===== src/sv/mrf_pkg.sv =====
// Package for the Modbus RTU request framer: frame constants, the data record
// carried along the CRC cell row and the one-byte CRC-16 update.
// No dependencies.
package mrf_pkg;

  localparam int FRAME_BYTES = 8;
  localparam int CRC_SPAN    = 6;
  localparam logic [15:0] CRC_INIT = 16'hFFFF;
  localparam logic [15:0] CRC_POLY = 16'hA001;

  // request bytes in frame order plus the running crc
  typedef struct packed {
    logic [CRC_SPAN-1:0][7:0] bytes;
    logic [15:0]              crc;
  } cell_data_t;

  // fold one byte into a reflected crc-16, one bit per step
  function automatic logic [15:0] crc_byte(input logic [15:0] crc_in, input logic [7:0] data);
    logic [15:0] c;
    c = crc_in ^ {8'h00, data};
    for (int b = 0; b < 8; b++) begin
      if (c[0]) begin
        c = (c >> 1) ^ CRC_POLY;
      end else begin
        c = c >> 1;
      end
    end
    return c;
  endfunction

endpackage


===== src/sv/modbus_rtu_request_framer_core.sv =====
// Top level of the Modbus RTU request framer: a row of six CRC cells feeding
// the frame serialiser. Depends on mrf_pkg, mrf_crc_cell and mrf_serializer.
//
//  channel  | dir | fields
//  s_*      | in  | tdata[47:0]: slave_address, function_code,
//           |     |   register_address, register_value (lowest bits first)
//  m_*      | out | tdata[7:0]: frame_byte; tlast: last_byte
//
// One request gives eight output bytes, one per cycle while m_tready is high;
// the serialiser takes the next request only when idle or as its last byte goes.
// The first byte passes through the six CRC cells and then the serialiser's
// frame register. Up to six further requests wait in the cell row meanwhile.
// Synchronous reset clears the valid flags and the byte counter only; a stalled
// m_tready freezes the serialiser and the row backs up cell by cell.
module modbus_rtu_request_framer_core (
  input  logic        clk,
  input  logic        rst,
  input  logic        s_tvalid,
  output logic        s_tready,
  input  logic [47:0] s_tdata,   // slave_address, function_code, register_address, register_value
  output logic        m_tvalid,
  input  logic        m_tready,
  output logic [7:0]  m_tdata,   // frame_byte
  output logic        m_tlast    // last_byte
);
  import mrf_pkg::*;

  logic       row_valid [CRC_SPAN+1];
  logic       row_ready [CRC_SPAN+1];
  cell_data_t row_data  [CRC_SPAN+1];

  // request bytes in frame order, register and data words high byte first
  assign row_valid[0]          = s_tvalid;
  assign s_tready              = row_ready[0];
  assign row_data[0].bytes[0]  = s_tdata[7:0];
  assign row_data[0].bytes[1]  = s_tdata[15:8];
  assign row_data[0].bytes[2]  = s_tdata[31:24];
  assign row_data[0].bytes[3]  = s_tdata[23:16];
  assign row_data[0].bytes[4]  = s_tdata[47:40];
  assign row_data[0].bytes[5]  = s_tdata[39:32];
  assign row_data[0].crc       = CRC_INIT;

  // row of crc cells, one frame byte each
  for (genvar g = 0; g < CRC_SPAN; g++) begin : g_cell
    mrf_crc_cell #(.BYTE_SEL(g)) u_cell (
      .clk       (clk),
      .rst       (rst),
      .in_valid  (row_valid[g]),
      .in_ready  (row_ready[g]),
      .in_data   (row_data[g]),
      .out_valid (row_valid[g+1]),
      .out_ready (row_ready[g+1]),
      .out_data  (row_data[g+1])
    );
  end

  // byte-wide output
  mrf_serializer u_ser (
    .clk      (clk),
    .rst      (rst),
    .in_valid (row_valid[CRC_SPAN]),
    .in_ready (row_ready[CRC_SPAN]),
    .in_data  (row_data[CRC_SPAN]),
    .m_tvalid (m_tvalid),
    .m_tready (m_tready),
    .m_tdata  (m_tdata),
    .m_tlast  (m_tlast)
  );

endmodule


===== src/sv/mrf_crc_cell.sv =====
// One cell of the CRC row: folds one frame byte into the crc and hands the
// record on to its neighbour. Depends on mrf_pkg.
module mrf_crc_cell #(
  parameter int BYTE_SEL = 0
) (
  input  logic                clk,
  input  logic                rst,
  input  logic                in_valid,
  output logic                in_ready,
  input  mrf_pkg::cell_data_t in_data,
  output logic                out_valid,
  input  logic                out_ready,
  output mrf_pkg::cell_data_t out_data
);
  import mrf_pkg::*;

  logic       valid;
  cell_data_t data;

  // accept when empty or when the held record moves on
  assign in_ready  = !valid || out_ready;
  assign out_valid = valid;
  assign out_data  = data;

  // occupancy flag
  always_ff @(posedge clk) begin
    if (rst) begin
      valid <= 1'b0;
    end else if (in_ready) begin
      valid <= in_valid;
    end
  end

  // payload with this cell's byte folded in
  always_ff @(posedge clk) begin
    if (in_ready && in_valid) begin
      data.bytes <= in_data.bytes;
      data.crc   <= crc_byte(in_data.crc, in_data.bytes[BYTE_SEL]);
    end
  end

`ifndef SYNTHESIS
  a_hold_stalled : assert property (@(posedge clk) disable iff (rst)
    valid && !out_ready |=> valid && $stable(data))
    else $error("crc cell lost or changed a stalled record");
  a_take_fill : assert property (@(posedge clk) disable iff (rst)
    in_valid && in_ready |=> valid)
    else $error("crc cell dropped an accepted record");
  a_empty_after_leave : assert property (@(posedge clk) disable iff (rst)
    valid && out_ready && !in_valid |=> !valid)
    else $error("crc cell repeated a record");
`endif

endmodule


===== src/sv/mrf_serializer.sv =====
// Frame serialiser: takes a finished frame from the CRC row and sends its
// eight bytes one per transaction, the last one flagged. Depends on mrf_pkg.
module mrf_serializer (
  input  logic                clk,
  input  logic                rst,
  input  logic                in_valid,
  output logic                in_ready,
  input  mrf_pkg::cell_data_t in_data,
  output logic                m_tvalid,
  input  logic                m_tready,
  output logic [7:0]          m_tdata,
  output logic                m_tlast
);
  import mrf_pkg::*;

  localparam int COUNT_W = $clog2(FRAME_BYTES);

  logic                        busy;
  logic [COUNT_W-1:0]          count;
  logic [FRAME_BYTES-1:0][7:0] frame;
  logic                        last;
  logic                        load;
  logic                        send;

  assign last     = count == COUNT_W'(FRAME_BYTES - 1);
  assign send     = busy && m_tready;
  assign in_ready = !busy || (m_tready && last);
  assign load     = in_valid && in_ready;

  assign m_tvalid = busy;
  assign m_tdata  = frame[0];
  assign m_tlast  = last;

  // byte counter and busy flag
  always_ff @(posedge clk) begin
    if (rst) begin
      busy  <= 1'b0;
      count <= '0;
    end else if (load) begin
      busy  <= 1'b1;
      count <= '0;
    end else if (send) begin
      busy  <= !last;
      count <= count + COUNT_W'(1);
    end
  end

  // frame shift register, byte in transmit order at the bottom
  always_ff @(posedge clk) begin
    if (load) begin
      for (int i = 0; i < CRC_SPAN; i++) begin
        frame[i] <= in_data.bytes[i];
      end
      frame[CRC_SPAN]   <= in_data.crc[7:0];
      frame[CRC_SPAN+1] <= in_data.crc[15:8];
    end else if (send) begin
      for (int i = 0; i < FRAME_BYTES - 1; i++) begin
        frame[i] <= frame[i+1];
      end
      frame[FRAME_BYTES-1] <= 8'h00;
    end
  end

`ifndef SYNTHESIS
  a_load_restart : assert property (@(posedge clk) disable iff (rst)
    load |=> busy && count == '0)
    else $error("serialiser did not restart on a new frame");
  a_idle_count : assert property (@(posedge clk) disable iff (rst)
    !busy |-> count == '0)
    else $error("serialiser count left over while idle");
  a_last_ends : assert property (@(posedge clk) disable iff (rst)
    send && last && !in_valid |=> !busy)
    else $error("serialiser sent past the end of the frame");
`endif

endmodule


===== config.mk =====
export PLATFORM = sky130hd
export DESIGN_NAME = modbus_rtu_request_framer_core
export DESIGN_NICKNAME = d
export VERILOG_FILES = /design/src/sv/mrf_pkg.sv /design/src/sv/modbus_rtu_request_framer_core.sv /design/src/sv/mrf_crc_cell.sv /design/src/sv/mrf_serializer.sv
export SDC_FILE = /design/constraint.sdc
export NUM_CORES = 1
export LEC_CHECK = 0
export BUFFER_PORTS_ARGS = -buffer_cell sky130_fd_sc_hd__clkbuf_2
export CAP_MARGIN = 15
export CORE_UTILIZATION = 30
export CTS_CLUSTER_SIZE = 40
export DETAILED_ROUTE_END_ITERATION = 8
export HOLD_SLACK_MARGIN = 0.02
export PLACE_DENSITY = 0.44
export RECOVER_POWER = 100
export SYNTH_ARGS = -nofsm -noshare
export SYNTH_HDL_FRONTEND = slang
export SYNTH_SLANG_ARGS = --single-unit

===== constraint.sdc =====
create_clock -name clk -period 7.75 [get_ports clk]
set_input_delay 1.55 -clock clk [delete_from_list [all_inputs] [get_ports clk]]
set_output_delay 1.55 -clock clk [all_outputs]
set_load 0.05 [all_outputs]

==> impl_metrics.toml <==
[outcome]
outcome = "complete, but fails checks"
violations = "max-capacitance violations, max-slew violations"

[clock_tree]
cts.repair.resized = 0
cts_setup_buffers = 0
cts.path.max_buffers = 3
clock_latency_ns = 0.57
postCtsHoldBufs = 0
cts_buffers = 47
cts_root_buffer = "clkbuf_16"
h-tree-depth = 2
cts.sinks = 452
cts.clk_slew.worst_paths_ns = 0.06
cts_tree = "built"

[power]
combPwrFrac_pct = 5.2
p_sw_share_pct = 20.3
peakVddDrop_uv = 175
p_int_mw = 4.13
p_clk_share_pct = 39.6
p_leak_nw = 5.98
seqPwrFrac_pct = 55.1
p_sw_mw = 1.05
power.density_nw_per_um2 = 283

[critical_path]
timing_worst_setup_path_type = "input pin to flop"
crit_chain = "clkbuf_1 -> a21boi_0 -> and3_1 -> a21oi_4 -> clkbuf_1"
critPathArrivalTime_ns = 5.39
endpoint_kind = "flop"
required_ns = 7.82
endpoint = "g_cell[3].u_cell.out_data[44]$_DFFE_PP_"
crit_top_cell = "clkbuf_1"
critPathLaunch = "m_tready"
reg2reg_depth = 6
rrSetupSlack_ns = 2.85
cp_slowest_cell = "clkbuf_1"
reg2reg_to = "g_cell[3].u_cell.out_data[44]$_DFFE_PP_"
timing.rr.start = "u_ser.count[0]$_SDFFE_PP0P_"
cp_max_fo = 64
worstSetupStartpointType = "input pin"
slowest_delay_ns = 2.63

[timing]
layout_worst_path_cycle_share_pct = 68.6
fin_skew_ns = 0.0221
fmax_ghz = 0.188
maxSlewViolCount = 517
tns_ns = 0
setup-violations-final = 0
tightestPinTransition_ns = 3.87
slew_headroom_pct = -158
hold_viol = 0
period_needed_ns = 5.32
rsz0062_at_grt = "false"

[synth]
synth_top_area_share_pct = 84.2
yosysWarnings = 0
yosysSeqAreaShare_pct = 85.4
synthesis.area_um2 = 15800
synth_cell_types = 26
synthCells = 691
avgSynthCellArea_um2 = 22.8
synth_nets = 745
ys_seq_elements = 452
synth_area_leaders = "edfxtp_1, mux2_2, xnor2_1, xor2_1, xnor3_1"
yosys.area.top_type = "edfxtp_1"

[layout]
final_cell_mix = "edfxtp_1, xnor2_1, mux2_2, clkbuf_16, clkbuf_2"
multiInputGateArea_um2 = 2210
antenna_cells = 0
drive_above_1_share_pct = 20.0
fin_util_pct = 35.4
final_cells = 1509
area_growth_pct = 16.0
regArea_um2 = 13500
fin_nets = 847
nFillCells = 4781
final_common_cell = "edfxtp_1"

[run]
maxCapViolCount = 8

[floorplanning]
num_rows = 83
die_height_um = 231
num_io_pins = 63
die_area_um2 = 53500
chipWidth_um = 231
initial_core_util_pct = 30.6
core_area_um2 = 51600

[drt]
drt_iter0_markers = 247
vias_per_cell = 3.93
routedWlPerCell_um = 16.2
post-route-drc-count = 0
first_pass_iters = 4
via_count = 5926
ant_nets = 0
wirelength_um = 24400

[placed_design]
hpwl_um = 14600
dp_cells = 1424
io_buffers = 62
place_congestion = 0.686

[global_route]
grt_pass1_vias = 6194
grt_pass1_wl_um = 37500
antenna_found_initial = 0
track_usage_pct = 9.46
grt_max_degree = 68
gr-total-overflow = 0

[worst_hold_path]
worstHoldPathType = "flop to flop"
## synth_stat cells
library cell    n
edfxtp_1      442
xnor2_1        58
mux2_2         56
xor2_1         32
inv_1          11
xnor3_1        11
dfxtp_1        10
and2_1          8
buf_4           8
a21oi_1         7
nor2_1          6
xnor2_2         6
buf_2           5
xnor3_2         5
clkbuf_1        4
nand2_1         3
nor3_1          3
a21boi_0        2
a31oi_1         2
and3_1          2
ha_1            2
mux2i_1         2
nand3_1         2
xor2_2          2
nor2b_1         1
o21ai_0         1
## final cells by class
cell class / count / area share [%]
well taps: 680 / 4.65
repair buffers: 70 / 1.72
inverters: 11 / 0.226
clock buffers: 60 / 6.81
multi-input cells: 211 / 12.1
clock inverters: 25 / 0.841
flip-flops and latches: 452 / 73.7
## per-layer routing
| layer | wire length (µm) | vias up | GRT usage (%) |
|---|---|---|---|
| met2 | 11400 | 83 | 14.9 |
| met5 | 0 | - | 0 |
| met4 | 633 | 0 | 3.77 |
| met1 | 11300 | 2947 | 12.4 |
| li1 | - | 2853 | - |
| met3 | 1060 | 43 | 2.55 |
## flip-flops by register name (all words and copies together) (netlist names)
signal and flops:
g_cell.u_cell.out_data 378, u_ser.frame 56, u_ser.m_tdata 8, g_cell.u_cell.out_valid 6, u_ser.count 3, u_ser.m_tvalid 1
## power groups by stage
| stage | clock network, mW | registers, mW | logic, mW |
|---|---|---|---|
| 2_1_floorplan | 0 | 2.89 | 0.219 |
| 3_3_place_gp | 0 | 2.90 | 0.287 |
| 3_5_place_dp | 0 | 2.91 | 0.287 |
| 4_1_cts | 2.14 | 2.85 | 0.288 |
| 5_1_grt | 2.23 | 2.87 | 0.301 |
| 6_report | 2.05 | 2.86 | 0.272 |
## stage by stage
stage	power (mW)	hold WS (ns)	setup WS [ns]	cell area, µm²
3_3_place_gp	3.19	0.401	2.76	17000
2_1_floorplan	3.11	0.400	0.759	15800
4_1_cts	5.29	0.395	2.71	18400
6_report	5.18	0.404	2.43	18300
5_1_grt	5.40	0.415	1.95	18300
3_5_place_dp	3.19	0.405	2.71	17000
## critical path: cells and delay by family
kind | cells | cell delay [ns]
simple gates | 1 | 0.52
buf+inv | 2 | 2.71
compound gates | 2 | 0.50
## cells by family (layout without fill, tap and decap cells)
group                      Yosys count  after routing  share of synthesized area (%)
adders and majority gates            2              2                          0.159
DFF                                452            452                           85.4
muxes                               58             58                           4.13
buffers and inverters               28            166                          0.897
AOI/OAI and AO/OA                   12             12                          0.428
xor gates and xnor gates           114            114                           8.15
and+or+nand+nor                     25             25                          0.809
## how the worst min path moves through the flow
stage | start | cells after the start | to
detailed placement | g_cell[0].u_cell.out_data[21]$_DFFE_PP_ | 0 | g_cell[1].u_cell.out_data[21]$_DFFE_PP_
floorplan | g_cell[0].u_cell.out_data[17]$_DFFE_PP_ | 0 | g_cell[1].u_cell.out_data[17]$_DFFE_PP_
CTS | g_cell[4].u_cell.out_data[9]$_DFFE_PP_ | 0 | g_cell[5].u_cell.out_data[1]$_DFFE_PP_
global placement | g_cell[3].u_cell.out_data[39]$_DFFE_PP_ | 0 | g_cell[4].u_cell.out_data[39]$_DFFE_PP_
global route | g_cell[1].u_cell.out_data[24]$_DFFE_PP_ | 0 | g_cell[2].u_cell.out_data[24]$_DFFE_PP_
finish | g_cell[2].u_cell.out_data[26]$_DFFE_PP_ | 0 | g_cell[3].u_cell.out_data[26]$_DFFE_PP_
No activity file was read; power rests on OpenSTA's default activity.
